==> src/hdl/slcan_pkg.sv <==
package slcan_pkg;

	localparam int unsigned MAX_DATA_BYTES = 8;

	localparam logic [7:0] CHAR_LF        = 8'h0A;
	localparam logic [7:0] CHAR_CR        = 8'h0D;
	localparam logic [7:0] CHAR_STD       = 8'h74;  // 't'
	localparam logic [7:0] CHAR_EXT       = 8'h54;  // 'T'
	localparam logic [7:0] CHAR_ZERO      = 8'h30;  // '0'
	localparam logic [7:0] CHAR_NINE      = 8'h39;
	localparam logic [7:0] CHAR_LOWER_A   = 8'h61;
	localparam logic [7:0] CHAR_LOWER_F   = 8'h66;
	localparam logic [7:0] CHAR_UPPER_A   = 8'h41;
	localparam logic [7:0] CHAR_UPPER_F   = 8'h46;

	localparam logic [4:0] STD_ID_DIGITS  = 5'd3;
	localparam logic [4:0] EXT_ID_DIGITS  = 5'd8;
	localparam logic [7:0] MAX_LEN_CHAR   = CHAR_ZERO + 8'(MAX_DATA_BYTES);

	typedef enum logic [2:0] {
		PH_START,
		PH_ID,
		PH_LEN,
		PH_DATA,
		PH_DONE
	} phase_t;

	typedef struct packed {
		logic       ok;
		logic [3:0] val;
	} hex_digit_t;

	function automatic hex_digit_t hex_decode(input logic [7:0] c);
		hex_digit_t r;
		logic [7:0] d;
		r = '0;
		d = '0;
		if (c >= CHAR_ZERO && c <= CHAR_NINE) begin
			d = c - CHAR_ZERO;
			r.ok = 1'b1;
			r.val = d[3:0];
		end else if (c >= CHAR_LOWER_A && c <= CHAR_LOWER_F) begin
			d = c - CHAR_LOWER_A + 8'd10;
			r.ok = 1'b1;
			r.val = d[3:0];
		end else if (c >= CHAR_UPPER_A && c <= CHAR_UPPER_F) begin
			d = c - CHAR_UPPER_A + 8'd10;
			r.ok = 1'b1;
			r.val = d[3:0];
		end
		return r;
	endfunction

endpackage

==> src/hdl/slcan_text_line_frame_parser_top.sv <==
// A byte accepted into the input stage is parsed from there into the line state; a newline
// that closes a valid line loads its frame into the output register as it leaves the input
// stage, and that stage waits while the output register holds a frame not yet taken.
// Throughput: one byte per cycle outside such waits; line state: one pass of nibble logic.
// Reset (arst_n low, asynchronous): both stages empty, parser waits for a line start.
module slcan_text_line_frame_parser_top (
	input  logic        clk,
	input  logic        arst_n,
	input  logic        in_valid,
	output logic        in_ready,
	input  logic [7:0]  ascii_char,
	output logic        out_valid,
	input  logic        out_ready,
	output logic        extended_frame,
	output logic [31:0] identifier,
	output logic [3:0]  length,
	output logic [7:0]  data_byte_0,
	output logic [7:0]  data_byte_1,
	output logic [7:0]  data_byte_2,
	output logic [7:0]  data_byte_3,
	output logic [7:0]  data_byte_4,
	output logic [7:0]  data_byte_5,
	output logic [7:0]  data_byte_6,
	output logic [7:0]  data_byte_7
);
	import slcan_pkg::*;

	// Input stage.
	logic       valid_s1;
	logic [7:0] char_s1;

	// Line state.
	phase_t      phase_q, phase_d;
	logic [4:0]  digit_cnt_q, digit_cnt_d;
	logic [31:0] id_q, id_d;
	logic        ext_q, ext_d;
	logic [3:0]  len_q, len_d;
	logic [63:0] data_q, data_d;
	logic        bad_q, bad_d;

	// Output register.
	logic        out_valid_q;
	logic        ext_out_q;
	logic [31:0] id_out_q;
	logic [3:0]  len_out_q;
	logic [63:0] data_out_q;

	logic       emit;
	logic       out_free;
	logic       advance;
	hex_digit_t hex;
	logic [4:0] cnt_inc;
	logic [4:0] id_target;
	logic [7:0] len_val;
	logic [3:0] nib_idx;

	assign hex       = hex_decode(char_s1);
	assign cnt_inc   = digit_cnt_q + 5'd1;
	assign id_target = ext_q ? EXT_ID_DIGITS : STD_ID_DIGITS;
	assign len_val   = char_s1 - CHAR_ZERO;
	// High nibble of a byte comes first, so even digits land in the upper nibble.
	assign nib_idx   = {digit_cnt_q[3:1], ~digit_cnt_q[0]};

	// Output-side decisions for the byte in the input stage.
	always_comb begin
		emit = valid_s1 && (char_s1 == CHAR_LF) && !bad_q && (phase_q == PH_DONE);
	end

	assign out_free = !out_valid_q || out_ready;
	assign advance  = valid_s1 && (!emit || out_free);
	assign in_ready = !valid_s1 || advance;

	// Next line state.
	always_comb begin
		phase_d     = phase_q;
		digit_cnt_d = digit_cnt_q;
		id_d        = id_q;
		ext_d       = ext_q;
		len_d       = len_q;
		data_d      = data_q;
		bad_d       = bad_q;
		if (char_s1 == CHAR_LF) begin
			phase_d     = PH_START;
			digit_cnt_d = '0;
			id_d        = '0;
			ext_d       = 1'b0;
			len_d       = '0;
			data_d      = '0;
			bad_d       = 1'b0;
		end else if (char_s1 != CHAR_CR && !bad_q) begin
			case (phase_q)
				PH_START: begin
					if (char_s1 == CHAR_STD || char_s1 == CHAR_EXT) begin
						ext_d       = (char_s1 == CHAR_EXT);
						id_d        = '0;
						digit_cnt_d = '0;
						data_d      = '0;
						phase_d     = PH_ID;
					end else begin
						bad_d = 1'b1;
					end
				end
				PH_ID: begin
					if (!hex.ok) begin
						bad_d = 1'b1;
					end else begin
						id_d        = {id_q[27:0], hex.val};
						digit_cnt_d = cnt_inc;
						if (cnt_inc >= id_target) begin
							digit_cnt_d = '0;
							phase_d     = PH_LEN;
						end
					end
				end
				PH_LEN: begin
					if (char_s1 < CHAR_ZERO || char_s1 > CHAR_NINE || char_s1 > MAX_LEN_CHAR) begin
						bad_d = 1'b1;
					end else begin
						len_d       = len_val[3:0];
						digit_cnt_d = '0;
						phase_d     = (len_val[3:0] == 4'd0) ? PH_DONE : PH_DATA;
					end
				end
				PH_DATA: begin
					if (!hex.ok) begin
						bad_d = 1'b1;
					end else begin
						data_d[nib_idx*4 +: 4] = data_q[nib_idx*4 +: 4] | hex.val;
						digit_cnt_d = cnt_inc;
						if (cnt_inc >= {len_q, 1'b0})
							phase_d = PH_DONE;
					end
				end
				default: begin
				end
			endcase
		end
	end

	always_ff @(posedge clk or negedge arst_n) begin
		if (!arst_n) begin
			valid_s1 <= 1'b0;
		end else if (in_ready) begin
			valid_s1 <= in_valid;
		end
	end

	always_ff @(posedge clk) begin
		if (in_ready && in_valid)
			char_s1 <= ascii_char;
	end

	always_ff @(posedge clk or negedge arst_n) begin
		if (!arst_n) begin
			phase_q     <= PH_START;
			digit_cnt_q <= '0;
			id_q        <= '0;
			ext_q       <= 1'b0;
			len_q       <= '0;
			data_q      <= '0;
			bad_q       <= 1'b0;
		end else if (advance) begin
			phase_q     <= phase_d;
			digit_cnt_q <= digit_cnt_d;
			id_q        <= id_d;
			ext_q       <= ext_d;
			len_q       <= len_d;
			data_q      <= data_d;
			bad_q       <= bad_d;
		end
	end

	always_ff @(posedge clk or negedge arst_n) begin
		if (!arst_n) begin
			out_valid_q <= 1'b0;
		end else if (advance && emit) begin
			out_valid_q <= 1'b1;
		end else if (out_ready) begin
			out_valid_q <= 1'b0;
		end
	end

	always_ff @(posedge clk) begin
		if (advance && emit) begin
			ext_out_q  <= ext_q;
			id_out_q   <= id_q;
			len_out_q  <= len_q;
			data_out_q <= data_q;
		end
	end

	assign out_valid      = out_valid_q;
	assign extended_frame = ext_out_q;
	assign identifier     = id_out_q;
	assign length         = len_out_q;
	assign data_byte_0    = data_out_q[7:0];
	assign data_byte_1    = data_out_q[15:8];
	assign data_byte_2    = data_out_q[23:16];
	assign data_byte_3    = data_out_q[31:24];
	assign data_byte_4    = data_out_q[39:32];
	assign data_byte_5    = data_out_q[47:40];
	assign data_byte_6    = data_out_q[55:48];
	assign data_byte_7    = data_out_q[63:56];

endmodule

==> config.mk <==
export PLATFORM = sky130hd
export DESIGN_NAME = slcan_text_line_frame_parser_top
export DESIGN_NICKNAME = d
export VERILOG_FILES = /design/src/hdl/slcan_pkg.sv /design/src/hdl/slcan_text_line_frame_parser_top.sv
export SDC_FILE = /design/constraint.sdc
export NUM_CORES = 1
export LEC_CHECK = 0
export BUFFER_PORTS_ARGS = -buffer_cell sky130_fd_sc_hd__buf_2
export CAP_MARGIN = 10
export CORE_MARGIN = 5
export CORE_UTILIZATION = 58
export DETAILED_ROUTE_END_ITERATION = 10
export PLACE_DENSITY = 0.81
export SETUP_SLACK_MARGIN = 0.15
export SLEW_MARGIN = 20
export SYNTH_ARGS = -nofsm -noshare
export SYNTH_HDL_FRONTEND = slang
export SYNTH_SLANG_ARGS = --single-unit
==> constraint.sdc <==
create_clock -name clk -period 8.4 [get_ports clk]
set_input_delay 1.68 -clock clk [delete_from_list [all_inputs] [get_ports clk]]
set_output_delay 1.68 -clock clk [all_outputs]
set_load 0.02 [all_outputs]
* Yosys cells after proc, flatten, opt, wreduce, memory -nomap -nowiden
Cells that the tools add are included.
Word-level totals: input port bits 12, flip-flop bits (word level) 221, word-level logic and storage cells 143, output and inout bits 103
Operators by class: bitwise logic cells 2, $add $sub $neg 7, shift operators 3, mux-type cells 49, order comparisons 11, reduce and logical (&&, ||, !) cells 39, equal/unequal tests 18
Operator list (count):
- 64-bit 2-to-1 mux | 4
- 32-bit 2-to-1 mux | 4
- 64-bit one-hot mux with 2 select lines | 1
- 64-bit bitwise mux | 1
- 32-bit one-hot mux with 2 select lines | 1
- 4-bit by 34-bit variable shift with 64-bit output, first input constant | 1
- 4-bit by 34-bit indexed part select with 64-bit output | 1
- 64-bit by 7-bit indexed part select with 4-bit output | 1
- 5-bit 2-to-1 mux | 10
- 6-bit negator with 34-bit output | 1
- 3-bit 2-to-1 mux | 9
- 3-bit != test, second input constant | 8
- 4-bit 2-to-1 mux | 5
- 5-bit one-hot mux with 4 select lines | 1
- 8-bit by 7-bit equality test with 1-bit output, second input constant | 2
- 8-bit by 7-bit >= comparator with 1-bit output, second input constant | 2
- 8-bit by 6-bit greater-than comparator with 1-bit output, second input constant | 2
- 8-bit by 7-bit less-or-equal comparator with 1-bit output, second input constant | 2
- 3-bit one-hot mux with 4 select lines | 1
- 4-bit by 1-bit subtractor with 4-bit output, second input constant | 3
- 1-bit 2-to-1 mux | 11
- 1-bit logical AND | 10
- 5-bit AND reduction | 2
- 2-bit nonzero test | 5
- other kinds (29) | 41

* Logic depth before layout (Yosys ltp)
Gate-level depths: netlist of the first run.
depth after elaboration 12, gate-level depth with buffers 12, gate-level depth less buffers 10

* Worst setup path after synthesis of the first run
OpenSTA, ideal clock, no wires.
path type input -> register, start input out_ready, end register out_valid_q (netlist: out_valid), setup slack 1508 ps, setup time 91 ps, data required time 8309 ps, stages on the path 5, buffers on the path 0, arrival time 6801 ps, cell sequence nor2b_1 > nand3_1 > nand3_1 > nor2_1 > or2_2
Between the ends: word-level cells in the longest chain between the ends 5, elaborated cells on any way between the ends 6, those cells by class mux (1); reduce/logical (5)
RTL lines:
- start, declared | line slcan_text_line_frame_parser_top.sv:13 | input logic out_ready,
- 1-bit logical OR | line slcan_text_line_frame_parser_top.sv:69 | assign out_free = !out_valid_q || out_ready;
- 1-bit logical OR | line slcan_text_line_frame_parser_top.sv:70 | assign advance = valid_s1 && (!emit || out_free);
- 1-bit logical AND | line slcan_text_line_frame_parser_top.sv:70
- 1-bit logical AND | line slcan_text_line_frame_parser_top.sv:176 | end else if (advance && emit) begin
- 1-bit 2-to-1 mux / 2-bit nonzero test (equally long branches)
- end signal, assigned | line slcan_text_line_frame_parser_top.sv:175 | out_valid_q <= 1'b0;
- end signal, assigned | line slcan_text_line_frame_parser_top.sv:177 | out_valid_q <= 1'b1;
- end signal, assigned | line slcan_text_line_frame_parser_top.sv:179 | out_valid_q <= 1'b0;
- end, declared | line slcan_text_line_frame_parser_top.sv:42 | logic out_valid_q;
Several ways; a longest one is shown, not always the timed one. A chain may end at the register's enable or synchronous reset.

* Worst setup path after layout of the first run
start input out_ready, end output in_ready
Between the ends: word-level cells in the longest chain between the ends 4
RTL lines:
- 1-bit logical OR | line slcan_text_line_frame_parser_top.sv:69
- 1-bit logical OR | line slcan_text_line_frame_parser_top.sv:70
- 1-bit logical AND | line slcan_text_line_frame_parser_top.sv:70
- 1-bit logical OR | line slcan_text_line_frame_parser_top.sv:71 | assign in_ready = !valid_s1 || advance;
- end, declared | line slcan_text_line_frame_parser_top.sv:10 | output logic in_ready,
Every way passes these cells.

==> results of run 1 <==
[cell usage in the layout (no fill, tap or decap), types with 8 or more instances in the layout]
cell	netlist	layout
a21oi_1	11	11
a22o_1	32	32
buf_2	12	113
clkbuf_1	6	8
clkbuf_16	0	22
dfrtp_1	112	112
edfxtp_1	109	109
ha_1	18	18
inv_1	15	15
mux4_2	20	20
nand2_1	21	21
nand3_1	26	26
nand4_1	11	11
nor2_1	17	16
nor2b_1	11	11
o21ai_0	33	33
o2bb2ai_1	48	48
o31ai_1	16	16
[power by group]
part / internal, mW / switching, mW / leakage, nW / total, mW
combinational: 0.141 / 0.314 / 1.23 / 0.456
clock: 0.543 / 0.388 / 0.338 / 0.931
sequential: 1.15 / 0.0540 / 2.36 / 1.20
[state kept, by name (all words and copies together) (netlist names)]
| register | count |
|---|---|
| ext_q | 1 |
| length | 4 |
| id_q | 32 |
| data_q | 64 |
| phase_q | 3 |
| bad_q | 1 |
| out_valid | 1 |
| extended_frame | 1 |
| digit_cnt_q | 5 |
| char_s1 | 8 |
| data_out_q | 64 |
| valid_s1 | 1 |
| len_q | 4 |
| identifier | 32 |
[worst max-delay path: stages]
cell	delay, ns
buf_2	0.09
nor2b_1	0.16
nand3_1	0.21
nor2_1	0.25
inv_1	0.06
buf_2	0.16
[how the worst min path moves through the flow]
stage                     endpoint  slack [ns]  depth (start not counted)
global route         identifier[6]        0.48                          0
CTS                 identifier[29]        0.46                          0
finish              identifier[29]        0.46                          0
global placement    identifier[28]        0.44                          0
floorplan           identifier[28]        0.43                          0
detailed placement  identifier[29]        0.44                          0
[layer usage]
metal | part of all wire [%] | vias to the layer above | wire length (um)
li1 | - | 2696 | -
met1 | 41 | 2997 | 8860
met2 | 47 | 339 | 10100
met3 | 8.3 | 66 | 1780
met4 | 3.7 | 2 | 790
met5 | 0.037 | - | 8
[through the flow]
step,std cells,power (mW)
finish,971,2.59
detailed placement,931,1.67
global placement,930,1.66
global route,971,2.70
CTS,971,2.60
floorplan,627,1.55
[cell families (layout without fill, tap and decap cells)]
group | count (synthesis) | in the layout
buf+inv | 49 | 177
mux | 31 | 31
flops | 221 | 221
xor+xnor | 3 | 3
simple gates | 134 | 134
fa+ha+maj | 18 | 18
compound gates | 171 | 171
[layout make-up]
| cell class | count | area, sq um | area share, % |
|---|---|---|---|
| flip-flops and latches | 221 | 6080 | 56.7 |
| multi-input cells | 357 | 2970 | 27.7 |
| repair buffers | 121 | 649 | 6.06 |
| clock buffers | 33 | 622 | 5.80 |
| well taps | 216 | 270 | 2.52 |
| clock inverters | 7 | 68.8 | 0.642 |
| inverters | 16 | 60.1 | 0.560 |
==> metrics.txt, run 1 <==
status=finished, final reports clean; Final Hold Fails=0; Worst Setup End Kind=primary output; Mapped Nets=657; Final ANT Viol Nets=0; antenna cells=0; CTS root buf=clkbuf_16; #FFs+latches synth=221; EDFF count, synth=109; Synth Area in Adders=2.42%; Gate Count Post-Synth=627; Max Clock Skew=0.0204 ns; Hold Buf Count CTS=0; Synth Area in XOR/XNOR=0.283%; crit path DAT=2.61 ns; PD cells=242 mW/mm^2; via count=6100; gr ovfl total=0; fin area=0.0107 sq mm; post-synth cell types=64; crit path from=out_ready; Yosys Warn Count=0; utilization after layout=67.7%; GR Util met2=37.0%; busiest metal layer after global routing=met2; Die Width=137 um; Worst Tran Pin Value=1.03 ns; CTS tree=done; period utilization=51.1%; final setup vio count=0; gr usage total=23.8%; DP Area=0.0100 sq mm; drc violations=0; share of the synthesized area in the top cell type=35.2%; Top FF cell, synth=dfrtp_1; Post-Route Hold Slack=0.456 ns; synth top area cells=edfxtp_1 (35%), dfrtp_1 (30%), mux4_2 (4.8%); synthesis-to-layout area growth=15.2%; r2r worst-path depth=7; Final Net Count=769; count leader, synth=dfrtp_1; Clock Path Buffers=3; Worst EP required=6.72 ns; Final TNS setup=0 ns; Clk Latency, worst-skew pair=0.52 ns; post-synthesis simple-gate area fraction=8.66%; final worst setup slack=4.11 ns; cell taking the most area after synthesis=edfxtp_1; # rows=46; M3 GR Usage=4.52%; CTS buffer count=22; total die area=0.0187 sq mm; worst r2r src=char_s1[0]; Hold Path Class=reg2reg; Max VDD drop=0.167 mV; drt wl/cell=22.2 um; GR Util met1=33.7%; compound-cell area share of the yosys netlist=14.4%; Vias/cell=6.28; Routed Wire Length=21.5 mm; Avg Cell Area, Syn=14.8 sq um; fillers=1077; antenna violations before repair=1; H-tree Lvls=1; PortBufs=114; maxcap violations=0; r2r setup slk=4.87 ns; asr flop ratio synth=50.7%; drt initial violations=654; worst rel slew slack=31.1%; minimum clock period=4.29 ns; post-CTS setup buffers=0; fin. max-slew vios=0; share of layout cells above drive strength 1=26.2%; max frequency=233 MHz; CTS resizes=0; global-route wire length before repair=34.3 mm; leakage power=3.93 nW; largest family of logic cells by synthesized area=compound AO/OA/AOI/OAI gates; total I/O pin count=115; vias in the first global route=6063; top cells by count, synth=dfrtp_1 (112), edfxtp_1 (109), o2bb2ai_1 (48), o21ai_0 (33), a22o_1 (32); CTS sink cnt=221; CP endpoint=in_ready; mapped cell area=0.00930 sq mm; detailed placement HPWL=14.6 mm; Critical R2R Capture=data_out_q[58]; drt pass-1 iters=5; Core Area=0.0158 sq mm; Final Wtd Congestion=0.935; Die H=137 um; largest net degree at the start of global routing=84; RSZ-0062 raised after global routing=no; Starting Density=58.8%; CP max FO=5; startpoint types=input port; post-synthesis mux area share=6.12%; WS Path Type=in2out; hold_sp=id_q[29]; Clk pin slew, worst setup/hold paths=0.06 ns; sequential area share after synthesis=65.3%; Setup WS pre-CTS=4.12 ns
Power figures use the tool's default switching activity.
==> run 2: changes to the inputs <==
--- a/config.mk
+++ b/config.mk
@@ -8,9 +8,9 @@
 export BUFFER_PORTS_ARGS = -buffer_cell sky130_fd_sc_hd__buf_2
 export CAP_MARGIN = 10
 export CORE_MARGIN = 5
-export CORE_UTILIZATION = 58
+export CORE_UTILIZATION = 52
 export DETAILED_ROUTE_END_ITERATION = 10
-export PLACE_DENSITY = 0.81
+export PLACE_DENSITY = 0.77
 export SETUP_SLACK_MARGIN = 0.15
 export SLEW_MARGIN = 20
 export SYNTH_ARGS = -nofsm -noshare
==> constraint.sdc (replaced) <==
create_clock -name clk -period 3.5 [get_ports clk]
set_input_delay 0.7 -clock clk [delete_from_list [all_inputs] [get_ports clk]]
set_output_delay 0.7 -clock clk [all_outputs]
set_load 0.02 [all_outputs]
==> run 2 against run 1 <==
Compared with the run above:
- register-to-register slack got worse by 4.5 ns
- core utilization decreased by 6.7 points
- via count decreased by 0.43%
- clock power increased by 150%
- count of clock-buffer cells in the layout increased by 1
- final cell count increased by 2.4%
- sequential power increased by 140%
- critical endpoint is now id_q[12]
- combinational power increased by 150%
- power increased by 140%
==> metrics.txt, run 2 (synthesis results as in run 1) <==
CTS tree=done; startpoint types=flip-flop; synthesis-to-layout area growth=16.6%; minimum clock period=3.11 ns; Net Sw Power=1.81 mW; fin. max-slew vios=0; post-CTS setup buffers=0; drt initial violations=696; vias in the first global route=6132; gr ovfl total=0; register area=0.00608 sq mm; drt wl/cell=21.7 um; period utilization=88.8%; Sequential Power Share=45.3%; via count=6074; drc violations=0; Die H=144 um; Clk pin slew, worst setup/hold paths=0.06 ns; drt pass-1 iters=5; fin area=0.0108 sq mm; PD cells=582 mW/mm^2; total I/O pin count=115; Vias/cell=6.11; Routed Wire Length=21.6 mm; Clk Latency, worst-skew pair=0.50 ns; area of the multi-input gates=0.00298 sq mm; worst rel slew slack=39.1%; WS Path Type=reg2reg; gr usage total=21.0%; CTS root buf=clkbuf_16; Die Width=144 um; most common cell after layout, fill and taps aside=buf_2; crit path DAT=3.54 ns; Core Area=0.0178 sq mm; r2r setup slk=0.39 ns; switch share=28.7%; Max Clock Skew=0.00957 ns; H-tree Lvls=1; Gate power share=18.0%; Final TNS setup=0 ns; final setup vio count=0; Worst EP required=3.93 ns; DP Area=0.0101 sq mm; clock network power share=36.7%; Final Net Count=779; Worst Tran Pin Value=0.913 ns; Starting Density=52.3%; utilization after layout=61.0%; largest net degree at the start of global routing=68; Hold Path Class=in2async; antenna cells=0; CTS sink cnt=221; Final Hold Fails=0; antenna violations before repair=0; max frequency=322 MHz; CTS buffer count=22; status=finished, final reports clean; global-route wire length before repair=34.2 mm; maxcap violations=0; Max VDD drop=0.473 mV; total die area=0.0207 sq mm; fillers=1353; Clock Path Buffers=3; Largest regs=data_out_q: 64 flops, data_q: 64 flops; CP max FO=32; detailed placement HPWL=15.1 mm; commonest cells after routing, fill and taps aside=buf_2 (113), dfrtp_1 (112), edfxtp_1 (109); share of layout cells above drive strength 1=27.8%; PortBufs=114; Worst Setup End Kind=flip-flop; Final Wtd Congestion=0.969; Int Pwr=4.51 mW; CTS resizes=0; Hold Buf Count CTS=0; leakage power=4.00 nW; # rows=49; RSZ-0062 raised after global routing=no; Final ANT Viol Nets=0
==> run 2: worst paths after layout <==
kind | cells past startpoint | endpoint | startpoint
worst max register to register | 8 | id_q[12] | char_s1[1]
min in group clk | 1 | char_s1[5] | ascii_char[5]
worst min-delay path | 1 | len_q[2] | arst_n
max in group asynchronous | 2 | id_q[18] | arst_n
worst min register to register | 0 | identifier[30] | id_q[30]
worst max-delay path | 8 | id_q[12] | char_s1[1]
==> run 2: area by class of cell <==
cell class	instances	area share [%]
clock buffer	34	6.16
tap	229	2.64
clock inverter	6	0.531
multi-input combinational	357	27.5
inverter	16	0.554
timing repair buffer	131	6.58
sequential	221	56.0
==> run 2: worst max-delay path, cell delays in order, from the launching register on <==
cell and delay [ns]:
edfxtp_1 0.49, inv_1 0.17, ha_1 0.25, nor2_1 0.12, a2111oi_4 0.48, a21oi_2 0.21, nor4_4 0.38, nor2b_4 0.69
a22o_1 0.25
==> run 2: metrics by stage <==
step | setup slack, ns | cells | hold WS, ns | total power, mW
5_1_grt | 0.169 | 994 | 0.347 | 6.60
2_1_floorplan | 0.184 | 627 | 0.404 | 3.72
6_report | 0.393 | 994 | 0.279 | 6.32
3_3_place_gp | 0.552 | 954 | 0.443 | 3.98
4_1_cts | 0.357 | 994 | 0.319 | 6.33
3_5_place_dp | 0.409 | 954 | 0.441 | 4.01
==> run 2: routing by layer <==
metal | up-vias | part of all wire, % | global-route usage [%]
li1 | 2710 | - | -
met1 | 3008 | 41 | 29.7
met2 | 285 | 48 | 33.4
met3 | 71 | 7.7 | 3.63
met4 | 0 | 3.5 | 7.33
met5 | - | 0 | 0
==> run 2: power by group through the flow <==
stage / Sequential, mW / Clock (mW) / Combinational [mW]
global placement: 2.91 / 0 / 1.08
detailed placement: 2.91 / 0 / 1.11
finish: 2.86 / 2.32 / 1.14
CTS: 2.86 / 2.36 / 1.11
global route: 2.87 / 2.49 / 1.25
floorplan: 2.85 / 0 / 0.862
==> run 3: changes to the inputs <==
--- a/config.mk
+++ b/config.mk
@@ -7,7 +7,7 @@
 export LEC_CHECK = 0
 export BUFFER_PORTS_ARGS = -buffer_cell sky130_fd_sc_hd__buf_2
 export CAP_MARGIN = 10
-export CORE_MARGIN = 5
+export CORE_MARGIN = 2
 export CORE_UTILIZATION = 52
 export DETAILED_ROUTE_END_ITERATION = 10
 export PLACE_DENSITY = 0.77
==> run 3 against run 2 <==
Compared with the run above:
- count of clock-buffer cells in the layout is 5 lower
- sequential share of layout area increased by 0.052 points
- core utilization is 1.2 points higher
- clock power is 3% lower
- register-to-register slack about the same
- sequential power about the same
- critical path type unchanged
==> metrics.txt, run 3 (synthesis results as in run 1) <==
crit path DAT=3.56 ns; critical path depth in cells=8; slowest cell on the critical path=nor2b_4; Die H=138 um; drt initial violations=579; status=finished, final reports clean; final worst setup slack=0.382 ns; antenna violations before repair=0; drt wl/cell=21.9 um; detailed placement HPWL=14.8 mm; Final TNS setup=0 ns; Largest regs=data_out_q: 64 flops, data_q: 64 flops; via count=6173; WS Path Type=reg2reg; Critical R2R Capture=id_q[30]; Worst EP required=3.94 ns; Core Area=0.0174 sq mm; Die Width=138 um; H-tree Lvls=1; Clk pin slew, worst setup/hold paths=0.06 ns; RSZ-0062 raised after global routing=yes; final setup vio count=0; Final Net Count=782; Final ANT Viol Nets=0; r2r setup slk=0.38 ns; synthesis-to-layout area growth=16.5%; most common cell after layout, fill and taps aside=buf_2; share of layout cells above drive strength 1=27.9%; total I/O pin count=115; drt pass-1 iters=6; commonest cells after routing, fill and taps aside=buf_2 (113), dfrtp_1 (112), edfxtp_1 (109); vias in the first global route=5977; CTS root buf=clkbuf_16; leakage power=4.00 nW; Hold Buf Count CTS=0; r2r worst-path depth=8; Worst Setup End Kind=flip-flop; CP cell instances=inv_1 > ha_1 > nor2_1 > a2111oi_4 > a21oi_2 > nor4_4 > nor2b_4 > a22o_1; Setup WS pre-CTS=0.435 ns; CP endpoint=id_q[30]; worst rel slew slack=43.2%; global-route wire length before repair=33.9 mm; startpoint types=flip-flop; Max VDD drop=0.293 mV; PD cells=579 mW/mm^2; Clock Path Buffers=3; fin. max-slew vios=0; period utilization=89.1%; Final Hold Fails=0; Max Clock Skew=0.0172 ns; Hold Path Class=in2async; CTS buffer count=22; post-CTS setup buffers=0; Vias/cell=6.22; Clk Latency, worst-skew pair=0.51 ns; minimum clock period=3.12 ns; critical path's top delay family=simple AND/OR/NAND/NOR gates; drc violations=0; CTS resizes=0; largest net degree at the start of global routing=85; total die area=0.0190 sq mm; Starting Density=53.4%; maxcap violations=0; Worst Tran Pin Value=0.853 ns; gr ovfl total=0; antenna cells=0; gr usage total=23.4%; CP max FO=32; Routed Wire Length=21.7 mm; Final Wtd Congestion=0.992; max frequency=321 MHz; CTS tree=done; CTS sink cnt=221; # rows=48; Critical Path Max Stage Delay=0.68 ns; crit path from=char_s1[1]; WP buf/inv=1; worst r2r src=char_s1[1]; fillers=1315; PortBufs=114
-- run 3: cell count changes in the layout (fill, tap and decap cells not counted) --
cell,delta
buf_4,+2
buf_6,+1
clkbuf_1,-3
clkbuf_16,-1
clkbuf_8,-1
clkinv_1,+5
clkinv_2,-2
clkinv_4,+1
inv_6,+1
o21ai_2,+1
o21ai_4,-1
-- run 3: area by class of cell --
cell class	count	area (sq um)	area share (%)
clock buffers	29	618	5.70
clock inverters	11	83.8	0.774
multi-input cells	357	2980	27.5
flip-flops and latches	221	6080	56.1
inverters	16	60.1	0.554
well taps	225	282	2.60
repair buffers	134	739	6.82
-- run 3: report_power, final --
group | internal (mW) | switching [mW] | leakage, nW | total, mW
Clock | 1.32 | 0.938 | 0.341 | 2.26
Sequential | 2.76 | 0.0801 | 2.36 | 2.84
Combinational | 0.365 | 0.812 | 1.30 | 1.18
-- run 3: worst min-delay path by stage --
stage                     endpoint  slack, ns     startpoint
finish                    valid_s1       0.25         arst_n
global route              valid_s1       0.31         arst_n
CTS                     char_s1[6]       0.35  ascii_char[6]
detailed placement  identifier[29]       0.44       id_q[29]
global placement    identifier[28]       0.44       id_q[28]
floorplan                    bad_q       0.40         arst_n
-- run 3: metrics by stage --
stage	utilization (%)	hold WS, ns	cells	total power, mW	cell area [sq um]
2_1_floorplan	-	0.404	627	3.72	9320
3_3_place_gp	58.2	0.443	953	3.98	10100
3_5_place_dp	58.2	0.444	953	4.00	10100
4_1_cts	62.2	0.355	993	6.26	10800
5_1_grt	62.2	0.309	993	6.52	10800
6_report	62.2	0.254	993	6.27	10800
-- run 3: worst reg2reg max path: stages (launching register included) --
cell,delay [ns]
edfxtp_1,0.48
inv_1,0.17
ha_1,0.23
nor2_1,0.10
a2111oi_4,0.51
a21oi_2,0.22
nor4_4,0.40
nor2b_4,0.68
a22o_1,0.26
-- run 3: layer usage --
layer / part of all wire (%) / track usage, % / vias up
li1: - / - / 2718
met4: 2.9 / 8.05 / 0
met1: 41 / 32.6 / 3073
met3: 7.9 / 3.61 / 55
met5: 0 / 0 / -
met2: 48 / 37.8 / 327
